==> src/esmv_pkg.sv <==
// Shared types and constants for the ELLPACK sparse matrix-vector multiplier.
`timescale 1ns / 1ps
`default_nettype none

package esmv_pkg;

  localparam int VECTOR_DEPTH = 1024;
  localparam int MAX_ROWS     = 65536;
  localparam int QUEUE_DEPTH  = 4;

  localparam int INDEX_W = 10;
  localparam int VALUE_W = 32;
  localparam int ROW_W   = 16;
  localparam int ACC_W   = 64;

  localparam logic OP_VEC_WRITE = 1'b0;
  localparam logic OP_MATRIX    = 1'b1;

  typedef struct packed {
    logic                      op;
    logic [INDEX_W-1:0]        index;
    logic signed [VALUE_W-1:0] value;
    logic                      row_last;
    logic signed [VALUE_W-1:0] prior_sum;
  } in_t;

  typedef struct packed {
    logic [ROW_W-1:0]          row_number;
    logic signed [VALUE_W-1:0] row_sum;
    logic                      saturated;
  } out_t;

  // Matrix entry with its vector element, passed from front to back.
  typedef struct packed {
    logic signed [VALUE_W-1:0] value;
    logic signed [VALUE_W-1:0] elem;
    logic                      row_last;
    logic signed [VALUE_W-1:0] prior_sum;
  } entry_t;

endpackage

`default_nettype wire

==> src/esmv_queue.sv <==
// Short queue of matrix entries between front end and back end.
`timescale 1ns / 1ps
`default_nettype none

module esmv_queue #(
  parameter int DEPTH = esmv_pkg::QUEUE_DEPTH
) (
  input  wire logic             clk,
  input  wire logic             rst,
  input  wire logic             push_valid,
  output logic                  push_ready,
  input  wire esmv_pkg::entry_t push_data,
  output logic                  pop_valid,
  input  wire logic             pop_ready,
  output esmv_pkg::entry_t      pop_data
);

  localparam int PW = $clog2(DEPTH);
  localparam int CW = $clog2(DEPTH + 1);

  esmv_pkg::entry_t slots [DEPTH];
  logic [PW-1:0]    wr_ptr;
  logic [PW-1:0]    rd_ptr;
  logic [CW-1:0]    count;
  logic             do_push;
  logic             do_pop;

  assign push_ready = count != CW'(DEPTH);
  assign pop_valid  = count != '0;
  assign pop_data   = slots[rd_ptr];
  assign do_push    = push_valid && push_ready;
  assign do_pop     = pop_valid && pop_ready;

  always_ff @(posedge clk) begin
    if (rst) begin
      wr_ptr <= '0;
      rd_ptr <= '0;
      count  <= '0;
    end else begin
      if (do_push) begin
        wr_ptr <= (wr_ptr == PW'(DEPTH - 1)) ? '0 : wr_ptr + 1'b1;
      end
      if (do_pop) begin
        rd_ptr <= (rd_ptr == PW'(DEPTH - 1)) ? '0 : rd_ptr + 1'b1;
      end
      if (do_push && !do_pop) begin
        count <= count + 1'b1;
      end else if (do_pop && !do_push) begin
        count <= count - 1'b1;
      end
    end
    if (do_push) begin
      slots[wr_ptr] <= push_data;
    end
  end

endmodule

`default_nettype wire

==> config.mk <==
export PLATFORM = sky130hd
export DESIGN_NAME = esmv_queue
export DESIGN_NICKNAME = d
export VERILOG_FILES = /design/src/esmv_pkg.sv /design/src/esmv_queue.sv
export SDC_FILE = /design/constraint.sdc
export NUM_CORES = 1
export LEC_CHECK = 0
export BUFFER_PORTS_ARGS = -buffer_cell sky130_fd_sc_hd__buf_2
export CAP_MARGIN = 20
export CELL_PAD_IN_SITES_DETAIL_PLACEMENT = 1
export CELL_PAD_IN_SITES_GLOBAL_PLACEMENT = 1
export CORE_ASPECT_RATIO = 1.5
export CORE_MARGIN = 10
export CORE_UTILIZATION = 45
export CTS_CLUSTER_DIAMETER = 80
export DETAILED_ROUTE_END_ITERATION = 16
export PLACE_DENSITY_LB_ADDON = 0.1
export REMOVE_ABC_BUFFERS = 1
export SETUP_SLACK_MARGIN = 0.15
export SLEW_MARGIN = 20
export SYNTH_ARGS = -nofsm -noshare
export SYNTH_HDL_FRONTEND = slang
export SYNTH_SLANG_ARGS = --single-unit
==> constraint.sdc <==
create_clock -name clk -period 4.6 [get_ports clk]
set_input_delay 0.69 -clock clk [delete_from_list [all_inputs] [get_ports clk]]
set_output_delay 0.69 -clock clk [all_outputs]
set_load 0.005 [all_outputs]
* Word level (Yosys, flattened, before mapping)
Memory sizes are Yosys's and may differ from the RTL's. A register that Yosys moved wholly into a read port is not among the register bits.
Index checks and enable logic that the tools add are counted.
** Storage, ports and cells
- Register bits after elaboration :: 7
- Bits in writable memories :: 388
- Input port bits :: 101
- Output and inout port bits :: 99
- Memories kept :: 1
** Memories
- slots :: depth 4, bits a word 97, read ports 1, clocked after Yosys merged registers in 1, wr ports 1, RTL line esmv_queue.sv:21 : esmv_pkg::entry_t slots [DEPTH];
** Cells by class
- Add/subtract/negate cells :: 4
- Equality and inequality tests :: 3
- Mux-type cells :: 8
- Reduce and logical (&&, ||, !) cells :: 8
** Operators with widths (number)
- 2-bit 2-to-1 mux :: 4
- 3-bit 2-to-1 mux :: 2
- 2-bit by 1-bit adder with 2-bit output (second input constant) :: 2
- 2-bit == test (second input constant) :: 2
- 1-bit logical AND :: 4
- 3-bit by 1-bit adder with 3-bit output (second input constant) :: 1
- 3-bit inequality test (second input constant) :: 1
- 3-bit nonzero test :: 1
- 3-bit by 1-bit subtractor with 3-bit output (second input constant) :: 1
- 1-bit logical NOT :: 2
- 1-bit 2-to-1 mux :: 2
- 2-bit nonzero test :: 1

* Logic depth before layout (Yosys ltp)
- Word-level depth :: 6
- Depth in mapped cells :: 9

* Worst setup path after synthesis
OpenSTA, ideal clock, no wires.
- Path type :: input to register
- Start :: input push_valid
- End :: memory slots[2][0] (netlist bit), enable pin
- Data arrival time :: 1946 ps
- Data required time :: 4188 ps
- Setup slack :: 2242 ps
- Stages :: 1
- Buffers on the path :: 0
- Path through :: and3_2
** Between the ends
- Cells in the longest elaborated chain, start to end :: 3
** RTL lines
- start, declared :: RTL line esmv_queue.sv:10 : input wire logic push_valid,
- 1-bit logical AND :: RTL line esmv_queue.sv:31 : assign do_push = push_valid && push_ready;
- 1-bit 2-to-1 mux :: RTL line esmv_queue.sv:52 : if (do_push) begin
- 1-bit 2-to-1 mux (not written as such) :: RTL line esmv_queue.sv:53 : slots[wr_ptr] <= push_data;
- end, declared :: RTL line esmv_queue.sv:21
No other way between the ends.

==> reports/qor.txt <==
via count -> 6466
Setup CP Type -> reg2out
final-stage net count -> 886
overall die area -> 0.0398 mm2
complex-gate fraction of the synthesized area -> 0.00242
Max Root-Sink Buffers -> 3
max frequency -> 312 MHz
Die Ht -> 240 um
status -> completed
dpl hpwl -> 19.5 mm
placed cells -> 1148
hold path depth -> 1
commonest non-fill, non-tap cells in the layout -> edfxtp_1, buf_2, mux4_2, clkbuf_16, clkinv_1
WL met3 -> 1.74 mm
Placed Area -> 0.0160 mm2
CTS Sinks -> 397
fillers -> 2743
post-route worst setup slack -> 1390 ps
MaxCap Viol Count -> 0
Initial DRT Pass Iterations -> 4
final cell count without fillers -> 1220
cell area after synthesis -> 0.0145 mm2
Min-Delay Path Class -> in2reg
Synth top area share -> 0.806
CTS resizes -> 0
setup bufs post-CTS -> 0
Synth Area in Simple Gates -> 0.00736
initial antenna violation count -> 6
Final Setup Violations -> 0
power density cells -> 554 mW/mm2
largest net degree at the start of global routing -> 62
io pins -> 200
Slew @ Worst Pin -> 927 ps
syn_area_per_cell -> 26.0 um2
flops & latches, synth -> 397
Remaining Overflow, GRT -> 0
Vias per Instance -> 5.30
area grow syn2layout -> 20.2%
post-route cell area -> 0.0174 mm2
Setup crit end kind -> output pin
drt first-iter violations -> 324
Post-Synth XOR/XNOR Area -> 0.00121
Starting Density -> 0.456
Clock transition at path regs -> 70 ps
CTS Hold Bufs -> 0
Final Hold Fails -> 0
fraction of synthesized area in multiplexers -> 0.153
most common cell after layout, fill and taps aside -> edfxtp_1
Setup WS pre-CTS -> 1830 ps
DR top layer -> met5
area leader, netlist -> edfxtp_1
arrival time of the worst setup path -> 2520 ps
peak supply drop -> 479 uV
M1 WL -> 11.5 mm
ANT nets after route -> 0
num rows -> 80
Setup crit start kind -> register
Final min period -> 3210 ps
Core ar. -> 0.0317 mm2
setup TNS -> 0 ps
period utilization -> 0.698
Overall Power -> 9620 uW
die width -> 166 um
H-tree lvl count -> 2
met2 WL -> 16.9 mm
Slew HR -> 0.382
RSZ-0062 raised after global routing -> no
crit path cell chain -> buf_12 > mux4_2 > buf_2
Placer Congestion -> 0.715
Final Max Slew Viols -> 0
share of cells above drive strength 1 -> 0.462
sequential area share after synthesis -> 0.819
Post-route DRC -> 0
largest family of logic cells by synthesized area -> multiplexers
Num CTS Buffers -> 38
vias in the first global route -> 7392
wire per inst -> 25.2 um
Clock Skews -> 12.8 ps
Root Driver -> clkbuf_16
post-synth cell types -> 26
slowest cell delay on critical path -> 840 ps
first-pass GRT wire length -> 46.8 mm
Pleak -> 0.00579 uW
crit path max-delay cell type -> dfxtp_4
Max Fanout on Critical Path -> 35
latest clock arrival within the worst-skew pair -> 530 ps
WL final -> 30.8 mm
CTS tree -> built
worst r2r path cells -> 7
port bufs -> 199
Total Routing Usage GR -> 0.154
Synth Instances -> 555
Critical Path RT -> 3910 ps
Synth area leaders -> edfxtp_1, mux4_2, dfxtp_1
Ys Warns -> 0
Adder-Cell Fraction of Synth Area -> 0.00658
cells by family (layout without fill, tap and decap cells):
logic type / after synthesis / count (layout)
compound gates: 5 / 5
mux: 100 / 100
simple gates: 17 / 17
other cells: 0 / 2
fa+ha+maj: 7 / 7
xor+xnor: 2 / 2
buf+inv: 27 / 280
flops: 397 / 397
path summary, 6_finish.rpt:
path                     startpoint                endpoint  slack (ps)
max                        register            pop_data[12]        1390
min                   push_data[39]  slots[3][39]$_DFFE_PP_         370
max reg2reg   count[0]$_SDFFE_PP0P_   count[2]$_SDFFE_PP0P_        2120
min reg2reg  rd_ptr[0]$_SDFFE_PP0P_                register         510
registers in the layout, indices dropped and copies added (netlist names), named ones only:
register,flops
wr_ptr,2
count,3
rd_ptr,2
slots,388
cells in the mapped netlist (all sizes together):
master / count
edfxtp: 388
or3b: 1
mux2i: 3
a21oi: 2
nor2: 3
buf: 16
nand2b: 2
o31ai: 2
o21ai: 1
and3: 4
ha: 6
clkbuf: 8
nor3: 1
nand3: 1
nand2: 1
and2: 1
or3: 3
fa: 1
mux4: 97
dfxtp: 9
xor2: 2
inv: 3
critical path, delay by kind of cell (launching register included):
| kind | cells | cell delay [ps] |
|---|---|---|
| buffers and inverters | 2 | 530 |
| flip-flops | 1 | 840 |
| multiplexers | 1 | 600 |
layer usage:
metal | track usage | vias to the layer above
met1 | 0.173 | 3407
met3 | 0.0435 | 44
li1 | - | 2843
met2 | 0.279 | 164
met4 | 0.0429 | 8
met5 | 0 | -
power breakdown:
group	internal [uW]	switching, uW
Clock	2080	1310
Sequential	4380	173
Combinational	842	838
Total	7300	2320
cell type report:
cell class	instances	area (um2)	area share
flip-flops and latches	397	11800	0.682
multi-input cells	131	2480	0.143
repair buffers	207	1130	0.0651
clock buffers	43	1030	0.0595
well taps	410	513	0.0295
clock inverters	27	352	0.0202
inverters	3	11.3	0.000648
diodes	2	5.00	0.000288
stage by stage:
step | hold WS, ps | utilization
after CTS | 349 | 0.547
final | 373 | 0.547
after detailed placement | 490 | 0.504
after global routing | 357 | 0.547
after floorplan | 456 | -
after global placement | 467 | 0.504
Note: power is estimated with default switching activity, not from simulation.
