<file path="config.mk">
export PLATFORM = sky130hd
export DESIGN_NAME = esmv_back
export DESIGN_NICKNAME = d
export VERILOG_FILES = /design/src/esmv_pkg.sv /design/src/esmv_back.sv
export SDC_FILE = /design/constraint.sdc
export NUM_CORES = 2
export LEC_CHECK = 0
export BUFFER_PORTS_ARGS = -buffer_cell sky130_fd_sc_hd__clkbuf_2
export CORE_ASPECT_RATIO = 1.5
export CORE_MARGIN = 2
export CORE_UTILIZATION = 44
export CTS_CLUSTER_DIAMETER = 200
export DETAILED_ROUTE_END_ITERATION = 7
export PLACE_DENSITY = 0.64
export SLEW_MARGIN = 20
export SYNTH_ARGS = -nofsm -noshare
export SYNTH_HDL_FRONTEND = slang
export SYNTH_SLANG_ARGS = --single-unit
</file>
<file path="constraint.sdc">
create_clock -name clk -period 23.3 [get_ports clk]
set_clock_uncertainty 0.1 [all_clocks]
set_input_delay 3.495 -clock clk [delete_from_list [all_inputs] [get_ports clk]]
set_output_delay 3.495 -clock clk [all_outputs]
set_load 0.01 [all_outputs]
</file>
<file path="src/esmv_pkg.sv">
// Shared types and constants for the ELLPACK sparse matrix-vector multiplier.
`timescale 1ns / 1ps
`default_nettype none

package esmv_pkg;

  localparam int VECTOR_DEPTH = 1024;
  localparam int MAX_ROWS     = 65536;
  localparam int QUEUE_DEPTH  = 4;

  localparam int INDEX_W = 10;
  localparam int VALUE_W = 32;
  localparam int ROW_W   = 16;
  localparam int ACC_W   = 64;

  localparam logic OP_VEC_WRITE = 1'b0;
  localparam logic OP_MATRIX    = 1'b1;

  typedef struct packed {
    logic                      op;
    logic [INDEX_W-1:0]        index;
    logic signed [VALUE_W-1:0] value;
    logic                      row_last;
    logic signed [VALUE_W-1:0] prior_sum;
  } in_t;

  typedef struct packed {
    logic [ROW_W-1:0]          row_number;
    logic signed [VALUE_W-1:0] row_sum;
    logic                      saturated;
  } out_t;

  // Matrix entry with its vector element, passed from front to back.
  typedef struct packed {
    logic signed [VALUE_W-1:0] value;
    logic signed [VALUE_W-1:0] elem;
    logic                      row_last;
    logic signed [VALUE_W-1:0] prior_sum;
  } entry_t;

endpackage

`default_nettype wire

</file>
<file path="src/esmv_back.sv">
// Back end: multiply, row accumulate, row-end add, saturate, result register.
`timescale 1ns / 1ps
`default_nettype none

module esmv_back #(
  parameter int MAX_ROWS = esmv_pkg::MAX_ROWS
) (
  input  wire logic             clk,
  input  wire logic             rst,
  input  wire logic             pop_valid,
  output logic                  pop_ready,
  input  wire esmv_pkg::entry_t pop_data,
  output logic                  result_valid,
  input  wire logic             result_ready,
  output esmv_pkg::out_t        result
);

  localparam int RCW = $clog2(MAX_ROWS);
  localparam int AW  = esmv_pkg::ACC_W;

  // multiply stage
  logic                                m_valid;
  logic signed [AW-1:0]                m_prod;
  logic                                m_last;
  logic signed [esmv_pkg::VALUE_W-1:0] m_prior;
  // accumulator
  logic signed [AW-1:0]                acc;
  logic signed [AW-1:0]                acc_sum;
  logic [RCW-1:0]                      row_counter;
  // finish stage
  logic                                f_valid;
  logic signed [AW-1:0]                f_acc;
  logic signed [esmv_pkg::VALUE_W-1:0] f_prior;
  logic [esmv_pkg::ROW_W-1:0]          f_row;
  // handshakes
  logic out_free;
  logic f_free;
  logic m_move;
  logic m_free;
  // row-end arithmetic
  logic signed [AW:0]                  wide_total;
  logic signed [AW-1:0]                total;
  logic                                clip;
  esmv_pkg::out_t                      result_next;

  assign out_free  = !result_valid || result_ready;
  assign f_free    = !f_valid || out_free;
  assign m_move    = m_valid && (!m_last || f_free);
  assign m_free    = !m_valid || m_move;
  assign pop_ready = m_free;
  assign acc_sum   = acc + m_prod;

  assign wide_total = {f_acc[AW-1], f_acc}
                      + (AW+1)'($signed({f_prior, 16'b0}));

  always_comb begin
    if (wide_total[AW] != wide_total[AW-1]) begin
      total = wide_total[AW] ? {1'b1, {(AW-1){1'b0}}} : {1'b0, {(AW-1){1'b1}}};
    end else begin
      total = wide_total[AW-1:0];
    end
    clip = !((&total[AW-1:47]) || !(|total[AW-1:47]));
    result_next.row_number = f_row;
    result_next.saturated  = clip;
    if (clip) begin
      result_next.row_sum = total[AW-1] ? 32'sh8000_0000 : 32'sh7fff_ffff;
    end else begin
      result_next.row_sum = total[47:16];
    end
  end

  always_ff @(posedge clk) begin
    if (rst) begin
      m_valid      <= 1'b0;
      f_valid      <= 1'b0;
      result_valid <= 1'b0;
      acc          <= '0;
      row_counter  <= '0;
    end else begin
      if (m_free) begin
        m_valid <= pop_valid;
      end
      if (m_move) begin
        acc <= m_last ? '0 : acc_sum;
        if (m_last) begin
          row_counter <= (row_counter == RCW'(MAX_ROWS - 1)) ? '0 : row_counter + 1'b1;
        end
      end
      if (f_free) begin
        f_valid <= m_move && m_last;
      end
      if (out_free) begin
        result_valid <= f_valid;
      end
    end
    if (m_free && pop_valid) begin
      m_prod  <= $signed(pop_data.value) * $signed(pop_data.elem);
      m_last  <= pop_data.row_last;
      m_prior <= pop_data.prior_sum;
    end
    if (m_move && m_last) begin
      f_acc   <= acc_sum;
      f_prior <= m_prior;
      f_row   <= esmv_pkg::ROW_W'(row_counter);
    end
    if (out_free && f_valid) begin
      result <= result_next;
    end
  end

endmodule

`default_nettype wire

</file>
### After elaboration in Yosys (flattened, before gate mapping)

Cells that the tools add are included.

* add/sub/neg operators: 3
* reduce and logical (&&, ||, !) cells: 18
* equality and inequality tests: 2
* multiplexer cells: 6
* multiply operators: 1

Operator list (count)
* $mux W64: 3
* $add A64 B48 Y65: 1
* $add A64 B64 Y64: 1
* $mul A32 B32 Y64: 1
* $mux W32: 2
* $reduce_and A17 Y1: 1
* $reduce_or A17 Y1: 1
* $add A16 B1 Y16 const B: 1
* $eq A16 B16 Y1 const B: 1
* $mux W16: 1
* $logic_not A1 Y1: 6
* $logic_or A1 B1 Y1: 5
* $logic_and A1 B1 Y1: 4
* $reduce_and A2 Y1: 1
* $ne A1 B1 Y1: 1

* logic and storage cells: 44
* output and inout port bits: 51
* register bits: 341

### Logic depth before layout (Yosys ltp)

* depth after elaboration: 7
* depth in mapped cells: 29
* depth with buffers taken out: 27

### Worst setup path before layout

OpenSTA, ideal clock, no wires.

* path kind: input port to flip-flop
* start: in pop_data[35] (netlist name)
* end: reg m_prod[63], data pin
* path buffers: 1
* slack: 12.160 ns
* stages on the path: 26
* library setup time: 0.260 ns
* data arrival time: 10.780 ns
* cell sequence: clkbuf_1 nand2_1 inv_1 fa_1 fa_1 fa_1 fa_1 inv_1 fa_1 inv_1 fa_1 fa_1 inv_1 fa_1 inv_1 ha_1 a21oi_1 o21bai_1 a21oi_1 nand2_1 a211oi_1 nor3_1 o41ai_1 o211ai_1 a21oi_1 xnor2_1

* longest elaborated chain between the ends: 1

Ends and longest elaborated chain
* start, declared: RTL line esmv_back.sv:12 `input wire esmv_pkg::entry_t pop_data,`
* $mul A32 B32 Y64: RTL line esmv_back.sv:97 `m_prod <= $signed(pop_data.value) * $signed(pop_data.elem);`
* end signal, assigned: RTL line esmv_back.sv:97
* end, declared: RTL line esmv_back.sv:23 `logic signed [AW-1:0] m_prod;`

No other way between the ends.
A chain may end at the register's enable or synchronous reset.

### Final worst setup path

* start: in pop_data[96] (netlist name)
* end: reg m_prod[60], data pin

The elaborated chain is that of the path after synthesis.

==> impl_metrics.ini <==
[critical_path]
worst_setup_path_end_kind = flip-flop
r2r_slack_ns = 16.65
crit_required_ns = 23.52
cp_max_fo = 32
arrival_ns = 12.37
cp_common_cell = fa_1
slowest_stage = fa_1
crit_type = input port to flip-flop
critPathLaunchType = input port
slowest_delay_ns = 0.83
path_cells = clkbuf_2, nand2_1, inv_1, fa_1, inv_1, fa_1, inv_1, fa_1, fa_1, fa_1, fa_1, fa_1, fa_1, ha_1, a21oi_1, and3_1, o211ai_1, a221oi_1, nor2_1, a221o_1, o31a_1, a32oi_1, mux2i_1, a221oi_1

[synth]
ys.flop_type = edfxtp_1
synth_edf_count = 242
synth_nets = 6891
ys_seq_area_frac = 0.168
netlist_instances = 5408
synth_top_area_share = 0.408
ys_types = 82
synth_top_area_cell = fa_1
synthArstFlopShare = 0
syn_avg_cell_area_um2 = 9.84
synth_area_leaders = fa_1 (41%), edfxtp_1 (14%), inv_1 (7.0%)
yosys_warnings = 0
ys_seq_elements = 325
syn_area_um2 = 53200

[cells_and_area]
fin_nets = 6847
syn2layout_area_growth_pct = 5.79
drive_gt1_frac = 0.0564
multi_input_area_um2 = 39600
final_util = 0.468
regArea_um2 = 8930
fill_cells = 11361

[timing]
tightest_slew_ns = 1.11
post-route-period-util = 0.521
whs_ns = 0.322
post-route-min-period_ns = 12.15
fin_ws_ns = 11.15
setup_viol = 0
max_freq_mhz = 82.3
slew_headroom = 0.259
grt_setup_unrepaired = false
final-hold-violation-count = 0
fin_tns_setup_ns = 0
finalMaxSlewViolations = 0

[cts]
cts-root-buf = clkbuf_16
insertion_delay_ns = 0.59
cts_resized = 0
h-tree-depth = 1
clk_pin_slew_worst_paths_ns = 0.07
cts_buffer_depth = 3
post_cts.repair.setup_buffers = 0
cts.sinks = 325
cts_tree = built
cts-buffers-inserted = 31
cts_hold_buffers = 0

[detailed_routing]
drt_pre_antenna_iters = 5
met2_length_um = 72300
detail-route-antenna-nets = 0
wirelength_um = 137000
met3_length_um = 6000
wl_met1_um = 52500
vias_per_cell = 5.41
wl_per_cell_um = 19.7
highest_layer = met5
drcViolationCount = 0
via_count = 37733
drtIter0Drc = 2086

[grt]
grt_use_total = 0.230
grt_max_degree = 66
grt_pass1_vias = 41653
grt_pass1_wl_um = 225000
antenna_found_initial = 6
grt_overflow_total = 0

[run]
cap_violations = 0

[placed_design]
portBuffers = 151
dp_slack_ns = 10.42
gp_congestion = 0.870
hpwl_um = 111000

[floorplan]
die_h_um = 430
core-area_um2 = 120000
die_x_um = 288
initial_core_util = 0.443
io_pins = 152
rows = 156
die_area_um2 = 124000

[min_path]
worstHoldPathType = flip-flop to flip-flop

[outcome]
status = finished, final reports clean
## critical path, delay by kind of cell
kind / cells / cell delay, ns
AO/OA/AOI/OAI: 7 / 2.18
adder cells (fa/ha/maj): 9 / 4.57
buffers and inverters: 4 / 1.16
multiplexers: 1 / 0.21
AND/OR/NAND/NOR: 3 / 0.73
## kinds of logic after synthesis
family | Yosys count | synth area share
flops | 325 | 0.168
simple gates | 1574 | 0.147
mux | 4 | 0.000776
compound gates | 678 | 0.0870
xor+xnor | 186 | 0.0306
buf+inv | 1259 | 0.0893
fa+ha+maj | 1382 | 0.478
## cell type report
type | count | share of cell area
clock buffer | 34 | 0.0143
timing repair buffer | 183 | 0.0177
antenna | 3 | 0.000133
sequential | 325 | 0.159
tap | 1580 | 0.0351
multi-input combinational | 3824 | 0.703
inverter | 999 | 0.0666
clock inverter | 24 | 0.00480
## synth_stat cells (45+ instances only)
| cell | count |
|---|---|
| fa_1 | 1084 |
| inv_1 | 999 |
| nand2_1 | 628 |
| and2_1 | 528 |
| ha_1 | 298 |
| clkbuf_1 | 250 |
| edfxtp_1 | 242 |
| a21oi_1 | 170 |
| nor2_1 | 168 |
| xnor2_1 | 109 |
| a21o_1 | 103 |
| o21ai_0 | 84 |
| dfxtp_1 | 83 |
| xor2_1 | 77 |
| nor2b_1 | 46 |
| nand3_1 | 45 |
## through the flow
step                      area, µm²  instances
after floorplan               53200       5408
after global placement        55200       6911
after detailed placement      55200       6911
after CTS                     56300       6969
after global routing          56300       6971
final                         56300       6972
## layer usage
metal / vias up / global-route usage
met5: - / 0
met4: 4 / 0.0956
met3: 360 / 0.0230
met2: 1099 / 0.421
met1: 19525 / 0.273
li1: 16745 / -
## final timing paths
check	startpoint	endpoint	cells past startpoint
min	f_row[5]	result[38]	0
max	pop_data[96]	m_prod[60]	24
max reg2reg	f_prior[31]	result[1]	23
min reg2reg	f_row[5]	result[38]	0
## registers in the layout (all words and copies together) (netlist names), 16 cells and up
signal       cells
f_acc           48
row_counter     16
acc             64
f_prior         32
f_row           16
result          49
m_prod          64
m_prior         32
## cells in the final DEF, fill, tap and decap left out, types with 24 or more instances in the layout
cell and count:
fa_1 1084, inv_1 999, nand2_1 627, and2_1 527, ha_1 298, edfxtp_1 242
a21oi_1 170, nor2_1 166, clkbuf_2 151, xnor2_1 109, a21o_1 103, o21ai_0 84
dfxtp_1 83, xor2_1 77, nor2b_1 45, nand3_1 45, a22oi_1 41, nor3_1 33
buf_4 32, clkbuf_16 31, o21ai_2 30, and3_1 29, o21bai_1 26, nand4_1 24
Power is left out: the tool's default activity adds up to more than one toggle a clock period on the data nets, which glitch-free logic cannot reach.
